## config.mk

```make
export PLATFORM = sky130hd
export DESIGN_NAME = section_cycle_profiler_unit_flat
export DESIGN_NICKNAME = d
export VERILOG_FILES = /design/src/rtl/scp_pkg.sv /design/src/rtl/scp_if.sv /design/src/rtl/scp_input_stage.sv /design/src/rtl/scp_record_store.sv /design/src/rtl/section_cycle_profiler_unit.sv /design/src/flat_wrapper.sv
export SDC_FILE = /design/constraint.sdc
export NUM_CORES = 2
export LEC_CHECK = 0
export ABC_AREA = 1
export BUFFER_PORTS_ARGS = -buffer_cell sky130_fd_sc_hd__buf_2
export CAP_MARGIN = 25
export CELL_PAD_IN_SITES_DETAIL_PLACEMENT = 1
export CELL_PAD_IN_SITES_GLOBAL_PLACEMENT = 1
export CORE_MARGIN = 2
export CORE_UTILIZATION = 40
export DETAILED_ROUTE_END_ITERATION = 16
export PLACE_DENSITY_LB_ADDON = 0.08
export SLEW_MARGIN = 30
export SYNTH_ARGS = -nofsm -noshare
export SYNTH_HDL_FRONTEND = slang
export SYNTH_SLANG_ARGS = --single-unit
```

## constraint.sdc

```tcl
create_clock -name i_clk -period 9.3 [get_ports i_clk]
set_input_delay 0.93 -clock i_clk [delete_from_list [all_inputs] [get_ports i_clk]]
set_output_delay 0.93 -clock i_clk [all_outputs]
set_load 0.05 [all_outputs]
```

## src/rtl/scp_pkg.sv

```systemverilog
`default_nettype none
package scp_pkg;

    localparam int DEFAULT_SECTIONS = 8;

    localparam int KIND_W  = 3;
    localparam int TIME_W  = 32;
    localparam int INDEX_W = 3;
    localparam int USED_W  = 4;

    localparam logic [KIND_W-1:0] KIND_INIT  = 3'd0;
    localparam logic [KIND_W-1:0] KIND_CLEAR = 3'd1;
    localparam logic [KIND_W-1:0] KIND_START = 3'd2;
    localparam logic [KIND_W-1:0] KIND_NEXT  = 3'd3;
    localparam logic [KIND_W-1:0] KIND_STOP  = 3'd4;

    typedef struct packed {
        logic [KIND_W-1:0] kind;
        logic [TIME_W-1:0] cycle_time;
    } t_item;

    typedef struct packed {
        logic [TIME_W-1:0] min_val;
        logic [TIME_W-1:0] max_val;
        logic [TIME_W-1:0] sum_val;
    } t_rec;

    typedef struct packed {
        logic we;
        logic clr;
    } t_store_ctl;

    typedef struct packed {
        logic vld;
        t_rec rec;
    } t_ahead;

    function automatic t_rec fold_rec(input t_rec rec, input logic [TIME_W-1:0] elapsed);
        t_rec res;
        res.sum_val = rec.sum_val + elapsed;
        res.min_val = (rec.min_val == '0 || elapsed < rec.min_val) ? elapsed : rec.min_val;
        res.max_val = (elapsed > rec.max_val) ? elapsed : rec.max_val;
        return res;
    endfunction

endpackage
`default_nettype wire

```

## src/rtl/scp_if.sv

```systemverilog
`default_nettype none
interface scp_in_if;
    import scp_pkg::*;
    logic              valid;
    logic              ready;
    logic [KIND_W-1:0] kind;
    logic [TIME_W-1:0] cycle_time;

    modport source (output valid, output kind, output cycle_time, input ready);
    modport sink (input valid, input kind, input cycle_time, output ready);
endinterface

interface scp_out_if;
    import scp_pkg::*;
    logic               valid;
    logic               ready;
    logic [INDEX_W-1:0] section_index;
    logic [TIME_W-1:0]  elapsed_cycles;
    logic [TIME_W-1:0]  section_min;
    logic [TIME_W-1:0]  section_max;
    logic [TIME_W-1:0]  section_sum;
    logic [TIME_W-1:0]  start_total;
    logic [USED_W-1:0]  sections_used;

    modport source (output valid, output section_index, output elapsed_cycles,
                    output section_min, output section_max, output section_sum,
                    output start_total, output sections_used, input ready);
    modport sink (input valid, input section_index, input elapsed_cycles,
                  input section_min, input section_max, input section_sum,
                  input start_total, input sections_used, output ready);
endinterface
`default_nettype wire

```

## src/rtl/scp_input_stage.sv

```systemverilog
`default_nettype none
module scp_input_stage
    import scp_pkg::*;
(
    input  wire   i_clk,
    input  wire   i_rst_n,
    input  wire   i_load,
    input  wire   i_adv,
    input  t_item i_item,
    output logic  o_vld,
    output t_item o_item
);

    logic  r_vld;
    t_item r_item;

    always_ff @(posedge i_clk) begin
        if (!i_rst_n) begin
            r_vld <= 1'b0;
        end else if (i_load) begin
            r_vld <= 1'b1;
        end else if (i_adv) begin
            r_vld <= 1'b0;
        end
    end

    always_ff @(posedge i_clk) begin
        if (i_load) begin
            r_item <= i_item;
        end
    end

    assign o_vld  = r_vld;
    assign o_item = r_item;

endmodule
`default_nettype wire

```

## src/rtl/scp_record_store.sv

```systemverilog
`default_nettype none
module scp_record_store
    import scp_pkg::*;
#(
    parameter int SECTIONS = DEFAULT_SECTIONS,
    parameter int IDX_W    = 3
) (
    input  wire              i_clk,
    input  wire              i_rst_n,
    input  t_store_ctl       i_ctl,
    input  wire [IDX_W-1:0]  i_wr_addr,
    input  t_rec             i_wr_rec,
    input  wire [IDX_W-1:0]  i_rd_addr,
    output t_ahead           o_ahead
);

    t_rec                r_mem [SECTIONS];
    logic [SECTIONS-1:0] r_vld;
    logic [SECTIONS-1:0] n_vld;
    t_rec                r_rd;
    logic                r_rd_vld;

    always_comb begin
        n_vld = r_vld;
        if (i_ctl.clr) begin
            n_vld = '0;
        end else if (i_ctl.we) begin
            n_vld[i_wr_addr] = 1'b1;
        end
    end

    always_ff @(posedge i_clk) begin
        if (!i_rst_n) begin
            r_vld    <= '0;
            r_rd_vld <= 1'b0;
        end else begin
            r_vld    <= n_vld;
            r_rd_vld <= n_vld[i_rd_addr];
        end
    end

    always_ff @(posedge i_clk) begin
        if (i_ctl.we) begin
            r_mem[i_wr_addr] <= i_wr_rec;
        end
        if (i_ctl.we && i_wr_addr == i_rd_addr) begin
            r_rd <= i_wr_rec;
        end else begin
            r_rd <= r_mem[i_rd_addr];
        end
    end

    assign o_ahead.vld = r_rd_vld;
    assign o_ahead.rec = r_rd;

endmodule
`default_nettype wire

```

## src/rtl/section_cycle_profiler_unit.sv

```systemverilog
`default_nettype none
// Section cycle profiler. Each request (kind, cycle_time) yields exactly one
// response: the request is registered in the input stage and then, while the
// response side keeps up, in the output register; a new request is taken every
// cycle under that condition. The current section's record lives in registers,
// the others in a SECTIONS-deep memory whose registered read holds the section
// after the current one (the current one when it is the last), so a next request
// finds its new record without waiting. Init and clear empty every record at once.
module section_cycle_profiler_unit
    import scp_pkg::*;
#(
    parameter int SECTIONS = DEFAULT_SECTIONS
) (
    input  wire        i_clk,
    input  wire        i_rst_n,
    scp_in_if.sink     i_req,
    scp_out_if.source  o_rsp
);

    localparam int IDX_W  = (SECTIONS > 1) ? $clog2(SECTIONS) : 1;
    localparam int UCNT_W = $clog2(SECTIONS + 1);
    localparam logic [IDX_W-1:0] LAST = IDX_W'(SECTIONS - 1);

    t_item               w_in_item;
    t_item               w_item;
    logic                w_s1_vld;
    logic                w_adv;
    logic                w_proc;
    t_ahead              w_ahead;
    t_store_ctl          w_ctl;
    t_rec                w_upd;
    logic [TIME_W-1:0]   w_elapsed;
    logic [IDX_W-1:0]    w_rd_addr;
    logic [IDX_W+2:0]    w_idx_pad;
    logic [UCNT_W+3:0]   w_used_pad;

    logic [IDX_W-1:0]    r_cur, n_cur;
    logic [UCNT_W-1:0]   r_used, n_used;
    logic [TIME_W-1:0]   r_start, n_start;
    logic [TIME_W-1:0]   r_mark, n_mark;
    t_rec                r_cur_rec, n_cur_rec;
    t_rec                r_s0_rec, n_s0_rec;
    logic [TIME_W-1:0]   n_elapsed;

    logic                r_out_vld;
    logic [INDEX_W-1:0]  r_out_idx;
    logic [TIME_W-1:0]   r_out_elapsed;
    t_rec                r_out_rec;
    logic [TIME_W-1:0]   r_out_start;
    logic [USED_W-1:0]   r_out_used;

    assign w_adv  = !r_out_vld || o_rsp.ready;
    assign w_proc = w_s1_vld && w_adv;
    assign i_req.ready = !w_s1_vld || w_adv;

    assign w_in_item.kind       = i_req.kind;
    assign w_in_item.cycle_time = i_req.cycle_time;

    scp_input_stage u_input_stage (
        .i_clk   (i_clk),
        .i_rst_n (i_rst_n),
        .i_load  (i_req.valid && i_req.ready),
        .i_adv   (w_adv),
        .i_item  (w_in_item),
        .o_vld   (w_s1_vld),
        .o_item  (w_item)
    );

    assign w_elapsed = w_item.cycle_time - r_mark;
    assign w_upd     = fold_rec(r_cur_rec, w_elapsed);

    always_comb begin
        n_cur     = r_cur;
        n_used    = r_used;
        n_start   = r_start;
        n_mark    = r_mark;
        n_cur_rec = r_cur_rec;
        n_s0_rec  = r_s0_rec;
        n_elapsed = '0;
        w_ctl     = '0;
        if (w_proc) begin
            case (w_item.kind)
                KIND_INIT, KIND_CLEAR: begin
                    if (w_item.kind == KIND_INIT) begin
                        n_used = '0;
                    end
                    n_cur     = '0;
                    n_start   = '0;
                    n_mark    = '0;
                    n_cur_rec = '0;
                    n_s0_rec  = '0;
                    w_ctl.clr = 1'b1;
                end
                KIND_START: begin
                    n_start   = r_start + 1'b1;
                    n_cur     = '0;
                    n_cur_rec = r_s0_rec;
                    n_mark    = w_item.cycle_time;
                    if (r_used == '0) begin
                        n_used = UCNT_W'(1);
                    end
                end
                KIND_NEXT, KIND_STOP: begin
                    n_elapsed = w_elapsed;
                    w_ctl.we  = 1'b1;
                    n_cur_rec = w_upd;
                    if (r_cur == '0) begin
                        n_s0_rec = w_upd;
                    end
                    if (w_item.kind == KIND_NEXT) begin
                        n_mark = w_item.cycle_time;
                        if (r_cur < LAST) begin
                            n_cur     = r_cur + 1'b1;
                            n_cur_rec = w_ahead.vld ? w_ahead.rec : '0;
                        end
                        if (r_used < UCNT_W'(n_cur) + UCNT_W'(1)) begin
                            n_used = r_used + 1'b1;
                        end
                    end
                end
                default: begin
                end
            endcase
        end
    end

    assign w_rd_addr = (n_cur < LAST) ? n_cur + 1'b1 : n_cur;

    scp_record_store #(
        .SECTIONS (SECTIONS),
        .IDX_W    (IDX_W)
    ) u_record_store (
        .i_clk     (i_clk),
        .i_rst_n   (i_rst_n),
        .i_ctl     (w_ctl),
        .i_wr_addr (r_cur),
        .i_wr_rec  (w_upd),
        .i_rd_addr (w_rd_addr),
        .o_ahead   (w_ahead)
    );

    always_ff @(posedge i_clk) begin
        if (!i_rst_n) begin
            r_cur     <= '0;
            r_used    <= '0;
            r_start   <= '0;
            r_mark    <= '0;
            r_cur_rec <= '0;
            r_s0_rec  <= '0;
        end else begin
            r_cur     <= n_cur;
            r_used    <= n_used;
            r_start   <= n_start;
            r_mark    <= n_mark;
            r_cur_rec <= n_cur_rec;
            r_s0_rec  <= n_s0_rec;
        end
    end

    assign w_idx_pad  = {3'b000, n_cur};
    assign w_used_pad = {4'b0000, n_used};

    always_ff @(posedge i_clk) begin
        if (!i_rst_n) begin
            r_out_vld <= 1'b0;
        end else if (w_adv) begin
            r_out_vld <= w_s1_vld;
        end
    end

    always_ff @(posedge i_clk) begin
        if (w_proc) begin
            r_out_idx     <= w_idx_pad[INDEX_W-1:0];
            r_out_elapsed <= n_elapsed;
            r_out_rec     <= n_cur_rec;
            r_out_start   <= n_start;
            r_out_used    <= w_used_pad[USED_W-1:0];
        end
    end

    assign o_rsp.valid          = r_out_vld;
    assign o_rsp.section_index  = r_out_idx;
    assign o_rsp.elapsed_cycles = r_out_elapsed;
    assign o_rsp.section_min    = r_out_rec.min_val;
    assign o_rsp.section_max    = r_out_rec.max_val;
    assign o_rsp.section_sum    = r_out_rec.sum_val;
    assign o_rsp.start_total    = r_out_start;
    assign o_rsp.sections_used  = r_out_used;

    a_init_drops_used: assert property (@(posedge i_clk) disable iff (!i_rst_n)
        w_proc && w_item.kind == KIND_INIT |=> r_used == '0 && r_cur == '0)
        else $error("init did not empty the profile");

    a_start_counts: assert property (@(posedge i_clk) disable iff (!i_rst_n)
        w_proc && w_item.kind == KIND_START |=>
            r_cur == '0 && r_start == $past(r_start) + 1'b1)
        else $error("start did not rewind and count");

    a_cur_in_range: assert property (@(posedge i_clk) disable iff (!i_rst_n)
        r_cur <= LAST)
        else $error("current section beyond last");

    a_used_in_range: assert property (@(posedge i_clk) disable iff (!i_rst_n)
        r_used <= UCNT_W'(SECTIONS))
        else $error("section count beyond depth");

    a_idle_holds_state: assert property (@(posedge i_clk) disable iff (!i_rst_n)
        !w_proc |=> $stable(r_cur) && $stable(r_mark) && $stable(r_start))
        else $error("state moved without a request");

endmodule
`default_nettype wire

```

## src/flat_wrapper.sv

```systemverilog
// flat-port wrapper written by rule: the top's interface ports become plain ports
module section_cycle_profiler_unit_flat import scp_pkg::*;
#(
    parameter int SECTIONS = DEFAULT_SECTIONS
)
  (i_clk, i_rst_n, i_req_valid, i_req_kind, i_req_cycle_time, i_req_ready, o_rsp_valid, o_rsp_section_index, o_rsp_elapsed_cycles, o_rsp_section_min, o_rsp_section_max, o_rsp_section_sum, o_rsp_start_total, o_rsp_sections_used, o_rsp_ready);
  scp_in_if i_req_i ();
  scp_out_if o_rsp_i ();
  input  wire i_clk;
  input  wire i_rst_n;
  input wire logic [$bits(i_req_i.valid)-1:0] i_req_valid;
  input wire logic [$bits(i_req_i.kind)-1:0] i_req_kind;
  input wire logic [$bits(i_req_i.cycle_time)-1:0] i_req_cycle_time;
  output wire logic [$bits(i_req_i.ready)-1:0] i_req_ready;
  output wire logic [$bits(o_rsp_i.valid)-1:0] o_rsp_valid;
  output wire logic [$bits(o_rsp_i.section_index)-1:0] o_rsp_section_index;
  output wire logic [$bits(o_rsp_i.elapsed_cycles)-1:0] o_rsp_elapsed_cycles;
  output wire logic [$bits(o_rsp_i.section_min)-1:0] o_rsp_section_min;
  output wire logic [$bits(o_rsp_i.section_max)-1:0] o_rsp_section_max;
  output wire logic [$bits(o_rsp_i.section_sum)-1:0] o_rsp_section_sum;
  output wire logic [$bits(o_rsp_i.start_total)-1:0] o_rsp_start_total;
  output wire logic [$bits(o_rsp_i.sections_used)-1:0] o_rsp_sections_used;
  input wire logic [$bits(o_rsp_i.ready)-1:0] o_rsp_ready;
  assign i_req_i.valid = i_req_valid;
  assign i_req_i.kind = i_req_kind;
  assign i_req_i.cycle_time = i_req_cycle_time;
  assign i_req_ready = i_req_i.ready;
  assign o_rsp_valid = o_rsp_i.valid;
  assign o_rsp_section_index = o_rsp_i.section_index;
  assign o_rsp_elapsed_cycles = o_rsp_i.elapsed_cycles;
  assign o_rsp_section_min = o_rsp_i.section_min;
  assign o_rsp_section_max = o_rsp_i.section_max;
  assign o_rsp_section_sum = o_rsp_i.section_sum;
  assign o_rsp_start_total = o_rsp_i.start_total;
  assign o_rsp_sections_used = o_rsp_i.sections_used;
  assign o_rsp_i.ready = o_rsp_ready;
  section_cycle_profiler_unit #(.SECTIONS(SECTIONS)) u_core (.i_clk(i_clk), .i_rst_n(i_rst_n), .i_req(i_req_i), .o_rsp(o_rsp_i));
endmodule
```

==> results.md <==
| Item | Value |
|---|---|
| Status | finished, final reports clean |
| Width of the chip | 377 um |
| Top cells by area in the synthesized netlist | edfxtp_1, dfxtp_1, nand2_1 |
| Maximum clock rate | 168 MHz |
| Hold buffer count at CTS | 0 |
| Synthesized instance count | 5529 |
| Insertion delay of the later-clocked pin in the worst-skew pair | 0.79 ns |
| Worst path max stage delay | 0.70 ns |
| CTS H-Tree Depth | 4 |
| Total grt overflow | 0 |
| Crit end category | flop |
| Area occupied by multi-input gates | 18300 sq um |
| Drt wl/cell | 25.9 um |
| Most prevalent standard cell on the critical path | nand2_1 |
| Slew at the pin closest to its max-slew limit | 1.07 ns |
| Ratio of cells with drive above 1 in the final layout | 0.106 |
| Dominant register cell in the synthesized netlist | edfxtp_1 |
| Worst Hold Endpoint | u_core.u_input_stage.o_item[7] |
| Reg-to-reg critical path endpoint | u_core.r_s0_rec[86] |
| Mux cell area share after synthesis | 0 |
| Post-synthesis register bit count | 1247 |
| VDD IR max | 0.154 mV |
| Leakage power of the design | 23.4 nW |
| Post-synthesis sequential area ratio | 0.622 |
| Clk root buf | clkbuf_16 |
| Largest family of logic cells by synthesized area | simple AND/OR/NAND/NOR gates |
| CP Class | flop to flop |
| Clock tree from TritonCTS | built |
| Arrival time at the worst endpoint | 6.67 ns |
| Asr flop ratio synth | 0 |
| CP top delay family | simple AND/OR/NAND/NOR gates |
| Highest-delay cell along the critical path | nand2_2 |
| Total GRT Usage | 0.275 |
| Largest fanout of any net on the critical path | 33 |
| Final std cell area, no fill | 63500 sq um |
| Buffers added on ports | 207 |
| Antenna violations before repair | 6 |
| Power density cells | 222 nW/um^2 |
| Post-synth top area cell | edfxtp_1 |
| Slew HR | 0.279 |
| Net count of the mapped netlist | 5709 |
| Simple-gate area share of the yosys netlist | 0.156 |
| Total clock buffers created by CTS | 142 |
| Shortest period the worst path allows | 5.97 ns |
| Number of setup violations in the final report | 0 |
| Maximum number of pins on one net before global-route repair | 152 |
| Final critical-path share of the clock period | 0.642 |
| Endpoint required time on the critical path | 10.01 ns |
| Register area | 34700 sq um |
| Placer's final routability congestion estimate | 0.857 |
| Top-area cell type share of the netlist area | 0.522 |
| Ports placed on the boundary | 208 |
| Via count of the first global-routing pass | 43.6k |
| Number of buffers added for setup after CTS | 0 |
| Antenna Violating Nets Remaining | 0 |
| Post-synthesis compound-gate area fraction | 0.133 |
| Share of synthesized cell area in full adder, half adder and majority cells | 0.0319 |
| Critical path buffer and inverter count | 6 |
| Total power | 14.1 mW |
| Die outline height | 377 um |
| Synth Warn # | 0 |
| Critical hold path startpoint | i_req_cycle_time[7] |
| Number of cells upsized or downsized after cts | 0 |
| Post-synth EDFFs | 970 |
| Post-detail-place hpwl | 117000 um |
| Max-slew violation count | 0 |
| Maximum root-to-sink buffer count | 3 |
| Number of distinct standard cells referenced by the synthesized netlist | 67 |
| Vias after detailed routing | 42.6k |
| Drt first-iter violations | 3200 |
| Area Growth Syn to Fin | 13.8% |
| Area enclosed by the die boundary | 142000 sq um |
| Final net count | 5836 |
| Endpoints failing hold | 0 |
| Final routed wirelength across all metal layers | 198000 um |
| Xor and xnor area share after synthesis | 0.00581 |
| Setup total negative slack | 0 ns |
| Max-Cap Viols | 0 |
| DRC Markers | 0 |
| CTS sink cnt | 1247 |
| Element type at the critical path start | flop |
| Clock transition at the registers of the reported paths | 0.06 ns |
| Wire length of the first global-routing pass | 290000 um |
| Layout fillers | 15.3k |
| Ratio of routed vias to standard cells | 5.57 |
| RSZ-0062 raised after global routing | no |
| Setup slack of the most critical reg-to-reg path | 3.33 ns |
| Placed cell areas | 58700 sq um |
| Core box area | 139000 sq um |
| Setup clock skew after layout | 0.0303 ns |
| Starting Density | 0.401 |
| Hold path cells | 1 |
| Avg Cell Area, Syn | 10.1 sq um |
| Synth Cell Area | 55800 sq um |
| Critical R2R Launch | u_core.u_input_stage.o_item[0] |
| Number of rows created at floorplan | 137 |
| Register-to-Register Path Depth | 28 |
| Minimum hold slack | 0.320 ns |
| Type of the most critical hold path | primary input to flop |
| Detailed Routing Iterations Pass 1 | 6 |
layer usage:
layer	wire length [um]	track usage	up-vias
li1	-	-	19500
met1	91900	0.388	21700
met2	90700	0.441	1068
met3	9960	0.0388	259
met4	5220	0.0797	2
met5	13	0	-
layout make-up:
| type | instances | area share |
|---|---|---|
| Inverter | 428 | 0.0261 |
| Tap cell | 1876 | 0.0370 |
| Clock inverter | 80 | 0.0125 |
| Sequential cell | 1247 | 0.547 |
| Antenna cell | 1 | 0.0000394 |
| Multi-Input combinational cell | 3558 | 0.289 |
| Clock buffer | 184 | 0.0615 |
| Timing Repair Buffer | 279 | 0.0273 |
flip-flops by register name (all words and copies together), names as in the netlist, 4 cells and up, named ones only:
name and count:
u_core.o_rsp.section_sum 32, u_core.r_mark 32, u_core.o_rsp.elapsed_cycles 32, u_core.o_rsp.section_min 32
u_core.u_record_store.r_mem 768, u_core.o_rsp.section_max 32, u_core.r_start 32, u_core.u_input_stage.o_item 35
u_core.o_rsp.start_total 32, u_core.r_cur_rec 96, u_core.r_used 4, u_core.u_record_store.r_vld 8
u_core.r_s0_rec 96, u_core.o_rsp.sections_used 4
where the power goes:
part	internal [mW]	switching, mW	leakage (nW)
clock network	3.29	2.38	2.30
registers	6.42	0.0607	11.1
logic	0.447	1.50	9.94
total	10.2	3.95	23.4
synthesized netlist by cell type (3+ instances only):
master / count
and2_1: 87
a21oi_1: 373
o21ai_2: 6
o221ai_1: 105
nand2_2: 9
xor2_1: 23
inv_2: 35
nor2_2: 7
buf_2: 61
a21o_1: 9
o211ai_1: 99
a211oi_1: 3
nor4_1: 4
clkbuf_1: 214
dfxtp_1: 277
buf_6: 3
buf_4: 3
o21ai_0: 495
nand4_1: 27
nand2_1: 1011
or2_1: 4
nor3_1: 28
o22ai_1: 89
o21ai_1: 71
a31oi_1: 5
o21bai_1: 10
inv_1: 391
ha_1: 139
nor2_1: 669
nand4_2: 4
buf_1: 15
or2_2: 8
xnor2_1: 14
edfxtp_1: 970
nand3_1: 199
nand3b_1: 12
nand3_2: 5
nor2_4: 4
o21a_1: 9
how the worst max path moves through the flow:
stage	startpoint	to	slack [ns]	cells past startpoint
after CTS	u_core.u_input_stage.o_item[0]	u_core.r_s0_rec[86]	3.41	28
after global routing	u_core.u_input_stage.o_item[0]	u_core.r_s0_rec[86]	2.98	28
after floorplan	o_rsp_ready	u_core.u_record_store.r_rd_vld	0.17	12
after detailed placement	u_core.u_input_stage.o_item[0]	u_core.r_s0_rec[86]	3.42	27
final	u_core.u_input_stage.o_item[0]	u_core.r_s0_rec[86]	3.33	28
after global placement	u_core.u_input_stage.o_item[0]	u_core.r_s0_rec[86]	3.41	27
stage by stage:
step / utilization / setup slack, ns / std cells
final: 0.456 / 3.33 / 7653
after global placement: 0.422 / 3.41 / 7387
after floorplan: - / 0.167 / 5529
after global routing: 0.456 / 2.98 / 7652
after detailed placement: 0.422 / 3.42 / 7387
after CTS: 0.456 / 3.41 / 7651
cell families after synthesis:
kind of cell / after synthesis
buf+inv: 724
simple gates: 2087
compound gates: 1293
xor+xnor: 37
flops: 1247
fa+ha+maj: 141
placed cells by master, fill, tap and decap left out, drive strengths merged, types with 6 or more instances in the layout:
| cell | Yosys | final |
|---|---|---|
| or2 | 12 | 12 |
| o221ai | 105 | 105 |
| nand3 | 205 | 205 |
| nand2 | 1022 | 1022 |
| inv | 428 | 437 |
| o21ai | 573 | 573 |
| clkinv | 0 | 53 |
| nor3 | 30 | 30 |
| ha | 139 | 139 |
| nand4 | 31 | 31 |
| and2 | 87 | 87 |
| xor2 | 23 | 23 |
| a21oi | 375 | 375 |
| clkbuf | 214 | 184 |
| bufinv | 0 | 11 |
| o21a | 9 | 9 |
| a31oi | 6 | 6 |
| a21o | 9 | 9 |
| xnor2 | 14 | 14 |
| o22ai | 89 | 89 |
| nor2 | 680 | 680 |
| o211ai | 99 | 99 |
| edfxtp | 970 | 970 |
| dfxtp | 277 | 277 |
| o21bai | 10 | 10 |
| nor4 | 6 | 6 |
| buf | 82 | 279 |
| clkinvlp | 0 | 7 |
| nand3b | 12 | 12 |
Power figures use the tool's default switching activity.
